### config.mk
export PLATFORM = sky130hd
export DESIGN_NAME = one_shot_timer_pool
export DESIGN_NICKNAME = d
export VERILOG_FILES = /design/src/rtl/ostp_pkg.sv /design/src/rtl/one_shot_timer_pool.sv
export SDC_FILE = /design/constraint.sdc
export NUM_CORES = 1
export LEC_CHECK = 0
export BUFFER_PORTS_ARGS = -buffer_cell sky130_fd_sc_hd__buf_2
export CORE_UTILIZATION = 55
export DETAILED_ROUTE_END_ITERATION = 16
export GPL_ROUTABILITY_DRIVEN = 0
export PLACE_DENSITY = 0.73
export SETUP_SLACK_MARGIN = 0.15
export SYNTH_ARGS = -nofsm -noshare
export SYNTH_HDL_FRONTEND = slang
export SYNTH_SLANG_ARGS = --single-unit
### constraint.sdc
create_clock -name clk -period 6.35 [get_ports clk]
set_input_delay 0.635 -clock clk [delete_from_list [all_inputs] [get_ports clk]]
set_output_delay 0.635 -clock clk [all_outputs]
set_load 0.01 [all_outputs]
### src/rtl/ostp_pkg.sv
// Package: constants, payload structs and sequencer states for the timer slot pool.
`timescale 1ns / 1ps
package ostp_pkg;

	localparam int SLOT_COUNT = 8;
	localparam int MAX_RESULTS = 8;
	localparam int IDX_W = (SLOT_COUNT > 1) ? $clog2(SLOT_COUNT) : 1;
	localparam int CNT_W = $clog2(MAX_RESULTS + 1);

	localparam logic [31:0] DEFAULT_DURATION = 32'd10000;

	localparam logic CMD_START = 1'b0;
	localparam logic CMD_TICK = 1'b1;

	localparam logic [1:0] ST_STARTED = 2'd0;
	localparam logic [1:0] ST_NO_SLOT = 2'd1;
	localparam logic [1:0] ST_EXPIRED = 2'd2;

	typedef struct packed {
		logic        command;
		logic [31:0] now_ms;
		logic [15:0] target_id;
		logic [1:0]  timer_kind;
	} ostp_req_t;

	typedef struct packed {
		logic [1:0]  status;
		logic [2:0]  slot_index;
		logic [15:0] expired_target;
		logic [1:0]  expired_kind;
		logic        last;
	} ostp_rsp_t;

	typedef enum logic [1:0] {
		SEQ_IDLE,
		SEQ_SCAN,
		SEQ_FLUSH
	} ostp_state_t;

endpackage

### src/rtl/one_shot_timer_pool.sv
// Top level: one-shot timer slot pool, scanning one slot per cycle unless the output stalls.
// Start: accepted in idle, then slots are scanned in index order up to the lowest free one,
//   then a flush state registers the result to the output; NO_SLOT if none is free.
// Tick: all SLOT_COUNT slots are scanned in index order, then a flush state; a new request
//   is accepted only back in idle. A single 32-bit adder serves both commands.
// Reset: all slots free, duration_ms = 10000, no result pending.
`timescale 1ns / 1ps
module one_shot_timer_pool (
	input  logic               clk,
	input  logic               arst_n,
	input  logic               req_valid,
	output logic               req_ready,
	input  ostp_pkg::ostp_req_t req,
	output logic               rsp_valid,
	input  logic               rsp_ready,
	output ostp_pkg::ostp_rsp_t rsp,
	input  logic               cfg_valid,
	output logic               cfg_ready,
	input  logic [31:0]        cfg_data
);
	import ostp_pkg::*;

	ostp_state_t state_q, state_d;

	logic [31:0] duration_q;
	logic        active_q [SLOT_COUNT];
	logic [31:0] deadline_q [SLOT_COUNT];
	logic [15:0] target_arr_q [SLOT_COUNT];
	logic [1:0]  kind_arr_q [SLOT_COUNT];

	logic        cmd_q;
	logic [31:0] now_q;
	logic [15:0] target_q;
	logic [1:0]  kind_q;
	logic [IDX_W-1:0] idx_q;
	logic [CNT_W-1:0] cnt_q;

	ostp_rsp_t pend_q, out_q;
	logic      pend_valid_q, out_valid_q;

	logic [31:0] add_a, add_b, sum;
	logic        add_cin;
	logic        last_idx, can_push;
	logic        hit, stall, advance, push, load_pend, clear_pend, claim, release_slot;
	ostp_rsp_t   push_data, new_pend;

	assign req_ready = (state_q == SEQ_IDLE);
	assign cfg_ready = 1'b1;
	assign rsp_valid = out_valid_q;
	assign rsp = out_q;

	assign last_idx = (idx_q == IDX_W'(SLOT_COUNT - 1));
	assign can_push = !out_valid_q || rsp_ready;

	// shared adder: now + duration on start, deadline - now on tick
	always_comb begin
		add_a = (cmd_q == CMD_TICK) ? deadline_q[idx_q] : now_q;
		add_b = (cmd_q == CMD_TICK) ? ~now_q : duration_q;
		add_cin = (cmd_q == CMD_TICK);
		sum = add_a + add_b + 32'(add_cin);
	end

	always_comb begin
		state_d = state_q;
		case (state_q)
			SEQ_IDLE: begin
				if (req_valid) state_d = SEQ_SCAN;
			end
			SEQ_SCAN: begin
				if (!stall && ((cmd_q == CMD_START && hit) || last_idx)) state_d = SEQ_FLUSH;
			end
			SEQ_FLUSH: begin
				if (!pend_valid_q || can_push) state_d = SEQ_IDLE;
			end
			default: state_d = SEQ_IDLE;
		endcase
	end

	always_comb begin
		hit = 1'b0;
		stall = 1'b0;
		advance = 1'b0;
		push = 1'b0;
		push_data = pend_q;
		load_pend = 1'b0;
		clear_pend = 1'b0;
		claim = 1'b0;
		release_slot = 1'b0;
		new_pend = '0;
		case (state_q)
			SEQ_SCAN: begin
				if (cmd_q == CMD_TICK) begin
					hit = active_q[idx_q] && sum[31] && (cnt_q < CNT_W'(MAX_RESULTS));
				end else begin
					hit = !active_q[idx_q];
				end
				stall = hit && pend_valid_q && !can_push;
				if (!stall) begin
					advance = 1'b1;
					if (hit) begin
						push = pend_valid_q;
						push_data.last = 1'b0;
						load_pend = 1'b1;
						new_pend.slot_index = 3'(idx_q);
						if (cmd_q == CMD_TICK) begin
							new_pend.status = ST_EXPIRED;
							new_pend.expired_target = target_arr_q[idx_q];
							new_pend.expired_kind = kind_arr_q[idx_q];
							release_slot = 1'b1;
						end else begin
							new_pend.status = ST_STARTED;
							new_pend.expired_target = target_q;
							new_pend.expired_kind = kind_q;
							claim = 1'b1;
						end
					end else if (cmd_q == CMD_START && last_idx) begin
						load_pend = 1'b1;
						new_pend.status = ST_NO_SLOT;
					end
				end
			end
			SEQ_FLUSH: begin
				if (pend_valid_q && can_push) begin
					push = 1'b1;
					push_data.last = 1'b1;
					clear_pend = 1'b1;
				end
			end
			default: ;
		endcase
	end

	always_ff @(posedge clk or negedge arst_n) begin
		if (!arst_n) begin
			state_q <= SEQ_IDLE;
			duration_q <= DEFAULT_DURATION;
			pend_valid_q <= 1'b0;
			out_valid_q <= 1'b0;
			idx_q <= '0;
			cnt_q <= '0;
			for (int i = 0; i < SLOT_COUNT; i++) active_q[i] <= 1'b0;
		end else begin
			state_q <= state_d;
			if (cfg_valid) duration_q <= cfg_data;
			if (state_q == SEQ_IDLE && req_valid) begin
				idx_q <= '0;
				cnt_q <= '0;
			end else if (advance && !(cmd_q == CMD_START && hit) && !last_idx) begin
				idx_q <= idx_q + 1'b1;
			end
			if (release_slot) cnt_q <= cnt_q + 1'b1;
			if (claim) active_q[idx_q] <= 1'b1;
			if (release_slot) active_q[idx_q] <= 1'b0;
			if (load_pend) pend_valid_q <= 1'b1;
			else if (clear_pend) pend_valid_q <= 1'b0;
			if (push) out_valid_q <= 1'b1;
			else if (rsp_ready) out_valid_q <= 1'b0;
		end
	end

	always_ff @(posedge clk) begin
		if (state_q == SEQ_IDLE && req_valid) begin
			cmd_q <= req.command;
			now_q <= req.now_ms;
			target_q <= req.target_id;
			kind_q <= req.timer_kind;
		end
		if (claim) begin
			deadline_q[idx_q] <= sum;
			target_arr_q[idx_q] <= target_q;
			kind_arr_q[idx_q] <= kind_q;
		end
		if (load_pend) pend_q <= new_pend;
		if (push) out_q <= push_data;
	end

endmodule
* After elaboration in Yosys (flattened, before gate mapping)
Memory sizes are Yosys's and may differ from the RTL's. A register that Yosys moved wholly into a read port is not among the register bits. Cells that the tools add are included. W data, S select, Z words.
Operators by class: eq/ne operators 6, add/subtract/negate cells 4, multiplexer cells 49, $lt $le $gt $ge 3, reduce and logical (&&, ||, !) cells 30, bitwise operators 8
Operators with widths (number):
- $mux W32 | 2
- $add A32 B1 Y32 | 1
- $add A32 B32 Y32 | 1
- $mux W1 | 32
- $not A32 Y32 | 1
- $mux W8 | 2
- $logic_and A1 B1 Y1 | 12
- $mux W2 | 5
- $and A8 B8 Y8 | 1
- $mux W4 | 2
- $not A8 Y8 | 1
- $or A8 B8 Y8 | 1
- $reduce_bool A2 Y1 | 4
- $logic_not A1 Y1 | 7
- $mux W3 | 2
- $ne A2 B2 Y1 const B | 3
- $pmux W2 S3 | 1
- $add A4 B1 Y4 const B | 1
- $ge A4 B4 Y1 const B | 1
- $lt A4 B1 Y1 const B | 1
- $lt A4 B4 Y1 const B | 1
- $not A3 Y4 | 1
- $add A3 B1 Y3 const B | 1
- $bmux W1 S3 | 1
- 11 further kinds | 15
Storage, ports and cells: word-level logic and storage cells 128, bits of input ports 88, memories kept 3, bits in writable memories 400, output and inout bits 27, register bits after elaboration 131
Memories:
- deadline_q | words 8, bits a word 32, read ports 1, clocked after memory_dff 0, write ports 1, line one_shot_timer_pool.sv:27 | logic [31:0] deadline_q [SLOT_COUNT];
- target_arr_q | words 8, bits a word 16, read ports 1, clocked after memory_dff 1, write ports 1, line one_shot_timer_pool.sv:28 | logic [15:0] target_arr_q [SLOT_COUNT];
- kind_arr_q | words 8, bits a word 2, read ports 1, clocked after memory_dff 1, write ports 1, line one_shot_timer_pool.sv:29 | logic [1:0] kind_arr_q [SLOT_COUNT];

* Longest topological paths before layout
Gate-level depths: netlist of the first run.
depth in word-level cells 16, gate-level depth with buffers 20, mapped depth without buffers 16

* Worst setup path before layout of the first run
No wires, ideal clock.
path type flip-flop to flip-flop, start point register idx_q[2], end point register pend_q[10] (netlist bit) (enable), cell stages (with the launch flop) 17, period minus slack after synthesis 5.394 ns, setup time 0.403 ns, path buffers 4, required time 5.947 ns, setup slack 0.956 ns, data arrival time 4.991 ns, path through dfrtp_1 > buf_4 > clkbuf_1 > buf_1 > clkbuf_1 > mux4_2 > a221oi_1 > a21oi_1 > ha_1 > nand4_1 > nor3_1 > o31ai_1 > a211o_1 > and4_1 > nor3_2 > nor2_1 > nor2_1
Between the ends: longest elaborated chain between the ends 12, elaborated cells between the ends (all ways) 23, those cells by class add/sub (2); eq/ne (1); mux (10); bitwise (2); reduce/logical (7); memory (1)
Ends and longest elaborated chain:
- start: declaration | line one_shot_timer_pool.sv:35 | logic [IDX_W-1:0] idx_q;
- start signal: assignment | line one_shot_timer_pool.sv:149 | idx_q <= idx_q + 1'b1;
- $mem_v2 Z8 W32 / $not A3 Y4 (equally long branches)
- $mux W32 / $bmux W1 S3 (equally long branches) | line one_shot_timer_pool.sv:57, one_shot_timer_pool.sv:93, one_shot_timer_pool.sv:95
- $add A32 B32 Y32 / $mux W1 (equally long branches) | line one_shot_timer_pool.sv:60, one_shot_timer_pool.sv:93, one_shot_timer_pool.sv:95
- $add A32 B1 Y32 / $mux W1 (equally long branches) | line one_shot_timer_pool.sv:60, one_shot_timer_pool.sv:93, one_shot_timer_pool.sv:95
- $logic_and A1 B1 Y1 (2 in series) | line one_shot_timer_pool.sv:93 | hit = active_q[idx_q] && sum[31] && (cnt_q < CNT_W'(MAX_RESULTS));
- $mux W1 | line one_shot_timer_pool.sv:92 | if (cmd_q == CMD_TICK) begin
- $mux W1 | line one_shot_timer_pool.sv:90 | case (state_q)
- $logic_and A1 B1 Y1 (2 in series) | line one_shot_timer_pool.sv:97 | stall = hit && pend_valid_q && !can_push;
- $mux W1 * | line one_shot_timer_pool.sv:98 | if (!stall) begin
- $mux W1 * | line one_shot_timer_pool.sv:90
- via load_pend | line one_shot_timer_pool.sv:44 | logic hit, stall, advance, push, load_pend, clear_pend, claim, release_slot;
- end signal: assignment | line one_shot_timer_pool.sv:173 | if (load_pend) pend_q <= new_pend;
- end: declaration | line one_shot_timer_pool.sv:38 | ostp_rsp_t pend_q, out_q;
The timed path passes the listed nets; every way through them passes the cells marked *. The select of a mux whose other input is x is not followed. A chain may end at the register's enable or synchronous reset.

* Worst setup path in the final report of the first run
start point register idx_q[2], end point register pend_q[13] (netlist bit) (enable)
Same word-level chain as after synthesis.

==> results.py, run 1 <==
metrics = {
    "power": {
        "swShare_pct": 33.8,
        "share_comb_of_total_power_pct": 32.7,
        "power_frac_clock_pct": 25.1,
        "p_seq_share_pct": 42.1,
        "cellPowerDensity_mw_per_mm2": 504,
        "p_int_mw": 8.53,
        "p_leak_nw": 8.98,
        "netSwitchingPower_mw": 4.37,
        "peakVddDrop_v": 0.000279,
    },
    "cts": {
        "clk_pin_slew_ns": 0.06,
        "cts_setup_buffers": 0,
        "cts_buffers": 54,
        "hold_buffers": 0,
        "clk_latency_ns": 0.60,
        "cts_tree": "built",
        "cts_resized": 0,
        "cts_num_sinks": 549,
        "ctsHtreeMaxLevel": 2,
        "cts_root_buf": "clkbuf_16",
        "clk_path_buf_depth": 3,
    },
    "die": {
        "die-area_mm2": 0.0419,
        "die_h_um": 205,
        "rows": 73,
        "die_w_um": 205,
        "initial_core_util_pct": 56.3,
        "coreArea_mm2": 0.0401,
        "ioPinCount": 115,
    },
    "layout": {
        "fillers": 2863,
        "area_delta_synth_final_pct": 13.3,
        "fin_area_mm2": 0.0256,
        "fin_nets": 1757,
        "antenna_cells": 0,
        "drive_gt1_share_pct": 17.1,
    },
    "synthesis": {
        "syn-instance-count": 1508,
        "yosysSeqAreaShare_pct": 71.9,
        "synthFlopType": "edfxtp_1",
        "synthTopCellsByArea": "edfxtp_1 66%, dfrtp_1 5.1%, mux2i_1 3.2%, a21oi_1 2.6%, a22oi_1 2.6%",
        "ys_ff_latch": 549,
        "synth_top_area_share_pct": 66.2,
        "ys_types": 58,
        "synth_edf_count": 498,
        "avgSynthCellArea_um2": 15.0,
        "synth_async_sr_flop_share_pct": 9.29,
        "synth_area_mm2": 0.0226,
        "synth.net_count": 1635,
        "ys_warn_count": 0,
        "yosysTopAreaCell": "edfxtp_1",
    },
    "routing": {
        "remaining_drc_errors": 0,
        "via_per_inst": 6.21,
        "num_vias": 13700,
        "first_pass_iters": 5,
        "drt_iter0_drc": 1434,
        "wire_per_inst_um": 24.0,
        "antenna_left": 0,
        "wirelength_um": 52800,
    },
    "critical_path": {
        "r2r_slack_ns": 0.91,
        "startpoint": "idx_q[2]",
        "crit_fanout": 42,
        "startpoint_type": "flop",
        "cp_slowest_stage_delay_ns": 0.79,
        "worstPathCellList": "buf_4 > mux2_2 > a221oi_1 > a21oi_1 > a221oi_1 > a21oi_1 > ha_1 > a21oi_1 > o21ai_0 > a221o_1 > a21oi_1 > a211oi_1 > nor3_2 > nor2_1 > nor2_2 > buf_4",
        "worstSetupPathType": "flop to flop",
        "worst_ep_arrival_time_ns": 5.69,
        "worstRegToRegCells": 16,
        "rr_startpoint": "idx_q[2]",
        "worst-path-buf-inv": 2,
        "cp.required_ns": 6.60,
        "worstReg2RegEnd": "pend_q[13]",
        "path_delay_family": "compound AO/OA/AOI/OAI gates",
        "worstSetupEndpointType": "flop",
        "path_common_cell": "a21oi_1",
        "cp_slowest_cell": "dfrtp_4",
    },
    "placement": {
        "portBuffers": 113,
        "place_hpwl_um": 30700,
        "placement.cell_area_mm2": 0.0238,
    },
    "run_status": {
        "outcome": "complete, no violations",
    },
    "sta": {
        "setup_tns_ns": 0,
        "fin_crit_ns": 5.44,
        "slew_headroom_pct": 34.6,
        "hold_viol": 0,
        "worst_pin_slew_ns": 0.981,
        "hold_slack_ns": 0.178,
        "rsz0062_at_grt": "false",
        "fin_crit_sh_pct": 85.6,
        "fmax_ghz": 0.184,
        "slew_viol_final": 0,
        "finClkSkew_ns": 0.0210,
        "setup_violations": 0,
    },
    "global_routing": {
        "first_global_vias": 13600,
        "grt_pass1_wl_um": 79700,
        "grt_start_max_net_pins": 64,
        "grt.overflow.total": 0,
        "grt_use_total_pct": 25.6,
        "antenna_found_initial": 0,
    },
    "flow_run": {
        "maxCapViolCount": 0,
    },
    "hold_path": {
        "min_path_type": "primary input to async pin",
    },
}
-- synth_stat cells, types with 9 or more instances --
| master | number |
|---|---|
| nor2b_1 | 17 |
| a22oi_1 | 78 |
| nand4_1 | 19 |
| a21oi_1 | 117 |
| ha_1 | 37 |
| o21a_1 | 9 |
| nand3_1 | 16 |
| a21o_1 | 9 |
| o21ai_0 | 53 |
| mux2i_1 | 72 |
| dfrtp_1 | 46 |
| clkbuf_1 | 62 |
| and2_1 | 14 |
| nand2b_1 | 9 |
| inv_1 | 44 |
| a22o_1 | 38 |
| mux2_2 | 24 |
| nor2_1 | 91 |
| nand2_1 | 66 |
| a211oi_1 | 22 |
| xnor2_1 | 19 |
| buf_1 | 10 |
| a221oi_1 | 27 |
| edfxtp_1 | 498 |
-- how the worst max path moves through the flow --
stage,endpoint,slack [ns],depth (start not counted)
floorplan,pend_q[10],0.96,16
global placement,deadline_q[2][30],0.98,14
detailed placement,deadline_q[6][30],0.72,14
CTS,deadline_q[6][30],0.69,14
global route,pend_q[4],0.64,16
finish,pend_q[13],0.91,16
-- sequential cells by signal, summed over array words and instances, names as in the netlist --
name / count
rsp_valid: 1
add_cin: 1
now_q: 32
state_q: 2
pend_valid_q: 1
idx_q: 3
kind_arr_q: 16
target_arr_q: 128
kind_q: 2
active_q: 8
rsp: 24
duration_q: 32
deadline_q: 256
cnt_q: 4
target_q: 16
pend_q: 23
-- layout make-up --
| cell class | instances | area [um^2] | share of cell area [%] |
|---|---|---|---|
| clock buffer | 80 | 1570 | 6.15 |
| multi-input combinational | 834 | 5880 | 23.0 |
| tap | 525 | 657 | 2.57 |
| timing repair buffer | 147 | 833 | 3.26 |
| sequential | 549 | 16200 | 63.5 |
| clock inverter | 21 | 238 | 0.929 |
| inverter | 44 | 165 | 0.645 |
-- logic make-up (layout without fill, tap and decap cells) --
group,count (synthesis),count (layout),synth area share [%]
AOI/OAI and AO/OA,399,399,11.9
xor gates and xnor gates,25,25,0.970
adders and majority gates,39,39,2.23
buffers and inverters,125,292,2.18
DFF,549,549,71.9
muxes,104,104,5.19
other,1,1,0.0166
and+or+nand+nor,266,266,5.64
-- routing by layer --
metal	up-vias	global-route usage (%)	wire length, um
li1	6127	-	-
met4	0	9.54	1590
met3	102	3.52	3950
met2	599	40.9	25000
met1	6843	36.0	22200
met5	-	0	0
-- layout by cell type, fill, tap and decap left out, types with 38 or more instances in the layout --
master / netlist / final
a22o_1: 38 / 38
o21ai_0: 53 / 53
buf_2: 4 / 113
nor2_1: 91 / 89
mux2i_1: 72 / 72
clkbuf_16: 0 / 57
nand2_1: 66 / 66
a21oi_1: 117 / 117
dfrtp_1: 46 / 43
a22oi_1: 78 / 78
inv_1: 44 / 43
edfxtp_1: 498 / 498
-- per-stage QoR --
stage / total power [mW] / setup WS (ns) / instances / utilization, %
floorplan: 8.30 / 0.956 / 1508 / -
global placement: 9.50 / 0.975 / 2099 / 59.3
detailed placement: 9.64 / 0.718 / 2099 / 59.3
CTS: 12.9 / 0.686 / 2200 / 63.8
global route: 13.5 / 0.641 / 2200 / 63.8
finish: 12.9 / 0.912 / 2200 / 63.8
-- power by group through the flow --
| stage | clock network, mW | registers [mW] | logic (mW) |
|---|---|---|---|
| 3_5_place_dp | 0 | 5.51 | 4.13 |
| 4_1_cts | 3.28 | 5.44 | 4.16 |
| 5_1_grt | 3.42 | 5.47 | 4.57 |
| 3_3_place_gp | 0 | 5.49 | 4.01 |
| 6_report | 3.24 | 5.44 | 4.22 |
| 2_1_floorplan | 0 | 5.39 | 2.91 |
No activity file was read; power rests on OpenSTA's default activity.
==> run 2: changes to the inputs <==
--- a/config.mk
+++ b/config.mk
@@ -5,6 +5,7 @@
 export SDC_FILE = /design/constraint.sdc
 export NUM_CORES = 1
 export LEC_CHECK = 0
+export ABC_AREA = 1
 export BUFFER_PORTS_ARGS = -buffer_cell sky130_fd_sc_hd__buf_2
 export CORE_UTILIZATION = 55
 export DETAILED_ROUTE_END_ITERATION = 16
==> run 2 against run 1 <==
Clock skew shrank 0.0018 ns; combinational power shrank 10%; flip-flop and latch count unchanged; non-clock buffer count up 1; critical path type unchanged; area after synthesis down 1.4%.
==> results.py, run 2 <==
metrics = {
    "die": {
        "die-area_mm2": 0.0413,
        "coreArea_mm2": 0.0398,
        "initial_core_util_pct": 55.9,
        "rows": 73,
        "ioPinCount": 115,
        "die_h_um": 203,
        "die_w_um": 203,
    },
    "critical_path": {
        "worst_ep_arrival_time_ns": 5.65,
        "worstRegToRegCells": 19,
        "crit_fanout": 19,
        "cp_slowest_stage_delay_ns": 0.57,
        "cp.required_ns": 6.68,
        "startpoint": "idx_q[0]",
        "path_delay_family": "compound AO/OA/AOI/OAI gates",
        "cp-endpoint": "deadline_q[1][22]",
        "startpoint_type": "flop",
        "worstSetupPathType": "flop to flop",
        "r2r_slack_ns": 1.04,
        "rr_startpoint": "idx_q[0]",
        "worstPathCellList": "inv_2 > nand2_2 > inv_1 > a22o_1 > a221oi_1 > a41oi_1 > fa_1 > fa_1 > nand3_1 > nand2_1 > nand3_1 > nand2_1 > nand4_1 > nand2_1 > a21boi_0 > o21ai_0 > nand2_1 > nand2_1 > xor2_1",
        "path_common_cell": "nand2_1",
        "critical_path_depth": 19,
        "worstReg2RegEnd": "deadline_q[1][22]",
        "worstSetupEndpointType": "flop",
        "cp_slowest_cell": "dfrtp_1",
        "worst-path-buf-inv": 2,
    },
    "hold_path": {
        "min_path_type": "primary input to async pin",
    },
    "global_routing": {
        "grt.overflow.total": 0,
        "grt_start_max_net_pins": 54,
        "first_global_vias": 13900,
        "grt_use_total_pct": 26.4,
        "antenna_found_initial": 0,
        "grt_pass1_wl_um": 81600,
    },
    "cts": {
        "ctsHtreeMaxLevel": 2,
        "clk_latency_ns": 0.62,
        "clk_path_buf_depth": 3,
        "clk_pin_slew_ns": 0.06,
        "cts_num_sinks": 549,
        "cts_buffers": 54,
        "cts_resized": 0,
        "hold_buffers": 0,
        "cts_setup_buffers": 0,
        "cts_root_buf": "clkbuf_16",
        "cts_tree": "built",
    },
    "layout": {
        "final_util_pct": 63.4,
        "drive_gt1_share_pct": 18.1,
        "fin_area_mm2": 0.0252,
        "final_cells": 2284,
        "area_delta_synth_final_pct": 13.4,
        "fin_nets": 1842,
        "final_common_cell": "edfxtp_1",
        "fillers": 2873,
        "final_cell_mix": "498 x edfxtp_1, 282 x nand2_1, 113 x buf_2",
        "antenna_cells": 0,
        "largest_register": "deadline_q",
        "largest_register_ffs": 256,
        "reg.largest.list": "deadline_q (256), target_arr_q (128)",
    },
    "placement": {
        "placement.cell_area_mm2": 0.0235,
        "dp_slack_ns": 1.14,
        "dp.cells": 2184,
        "portBuffers": 113,
        "place_hpwl_um": 31700,
    },
    "sta": {
        "setup_tns_ns": 0,
        "hold_slack_ns": 0.146,
        "fmax_ghz": 0.188,
        "rsz0062_at_grt": "false",
        "slew_headroom_pct": 27.6,
        "fin_crit_ns": 5.31,
        "fin_crit_sh_pct": 83.7,
        "finClkSkew_ns": 0.0191,
        "hold_viol": 0,
        "slew_viol_final": 0,
        "setup_violations": 0,
        "worst_pin_slew_ns": 1.08,
        "setup_slack_ns": 1.04,
    },
    "synthesis": {
        "synth_async_sr_flop_share_pct": 9.29,
        "yosysTopAreaCell": "edfxtp_1",
        "ys_warn_count": 0,
        "synth_edf_count": 498,
        "ys_types": 53,
        "synthTopCellsByArea": "edfxtp_1 67%, dfrtp_1 5.2%, nand2_1 4.8%, a221oi_1 2.4%, ha_1 2.1%",
        "synth_area_mm2": 0.0223,
        "synth.net_count": 1708,
        "yosysSeqAreaShare_pct": 72.9,
        "synthFlopType": "edfxtp_1",
        "synth.most_common_cell": "edfxtp_1",
        "synth_top_area_share_pct": 67.2,
        "avgSynthCellArea_um2": 14.1,
        "synth_common_cells": "498 x edfxtp_1, 282 x nand2_1, 93 x nor2_1, 76 x inv_1, 61 x a221oi_1",
        "ys_ff_latch": 549,
        "syn-instance-count": 1581,
    },
    "routing": {
        "via_per_inst": 6.08,
        "drt_iter0_drc": 1267,
        "wirelength_um": 53200,
        "first_pass_iters": 6,
        "remaining_drc_errors": 0,
        "num_vias": 13900,
        "antenna_left": 0,
        "wire_per_inst_um": 23.3,
    },
    "power": {
        "finalPower_mw": 12.4,
        "peakVddDrop_v": 0.000256,
        "p_leak_nw": 9.10,
        "cellPowerDensity_mw_per_mm2": 490,
    },
    "flow_run": {
        "maxCapViolCount": 0,
    },
    "run_status": {
        "outcome": "complete, no violations",
    },
}
==> run 2: worst min-delay path by stage <==
stage / slack, ns / cells past startpoint / start / to
after floorplan: 0.34 / 0 / arst_n / active_q[0]
after global placement: 0.40 / 0 / pend_q[3] / rsp[3]
after detailed placement: 0.41 / 0 / pend_q[4] / rsp[4]
after CTS: 0.17 / 2 / arst_n / duration_q[31]
after global routing: 0.18 / 1 / req[43] / now_q[25]
final: 0.15 / 2 / arst_n / duration_q[16]
==> run 2: area by class of cell <==
type                    count  area (um^2)  share of cell area [%]
inverters                  84          318                    1.26
multi-input cells         878         5420                    21.5
well taps                 525          657                    2.60
flip-flops and latches    549        16200                    64.3
clock inverters            25          253                    1.00
repair buffers            148          853                    3.38
clock buffers              75         1500                    5.94
==> run 2: power by group <==
part           leakage (nW)  internal (mW)  switching (mW)  total (mW)
clock                 0.843           1.78            1.35        3.13
sequential             5.13           5.25           0.196        5.44
combinational          3.13           1.08            2.72        3.80
==> run 2: worst register-to-register path: stages, from the launching register on <==
cell,delay [ns]
dfrtp_1,0.57
inv_2,0.17
nand2_2,0.16
inv_1,0.40
a22o_1,0.34
a221oi_1,0.25
a41oi_1,0.19
fa_1,0.47
fa_1,0.45
nand3_1,0.10
nand2_1,0.09
nand3_1,0.08
nand2_1,0.11
nand4_1,0.10
nand2_1,0.12
a21boi_0,0.53
o21ai_0,0.23
nand2_1,0.10
nand2_1,0.06
xor2_1,0.51
==> run 2: cell families after synthesis <==
| family | share of synthesized area (%) |
|---|---|
| flops | 72.9 |
| simple gates | 8.73 |
| compound gates | 10.3 |
| buf+inv | 2.91 |
| fa+ha+maj | 2.26 |
| mux | 1.62 |
| xor+xnor | 1.18 |
| other cells | 0.0168 |
==> run 2: per-layer routing <==
layer  routed length [um]  vias up  global-route usage, %  share of wire (%)
met5                    0        -                      0                  0
met4                 1490        0                   9.00                2.8
met3                 4670      107                   4.54                8.8
met2                25400      701                   42.7                 48
met1                21700     6871                   36.5                 41
li1                     -     6199                      -                  -
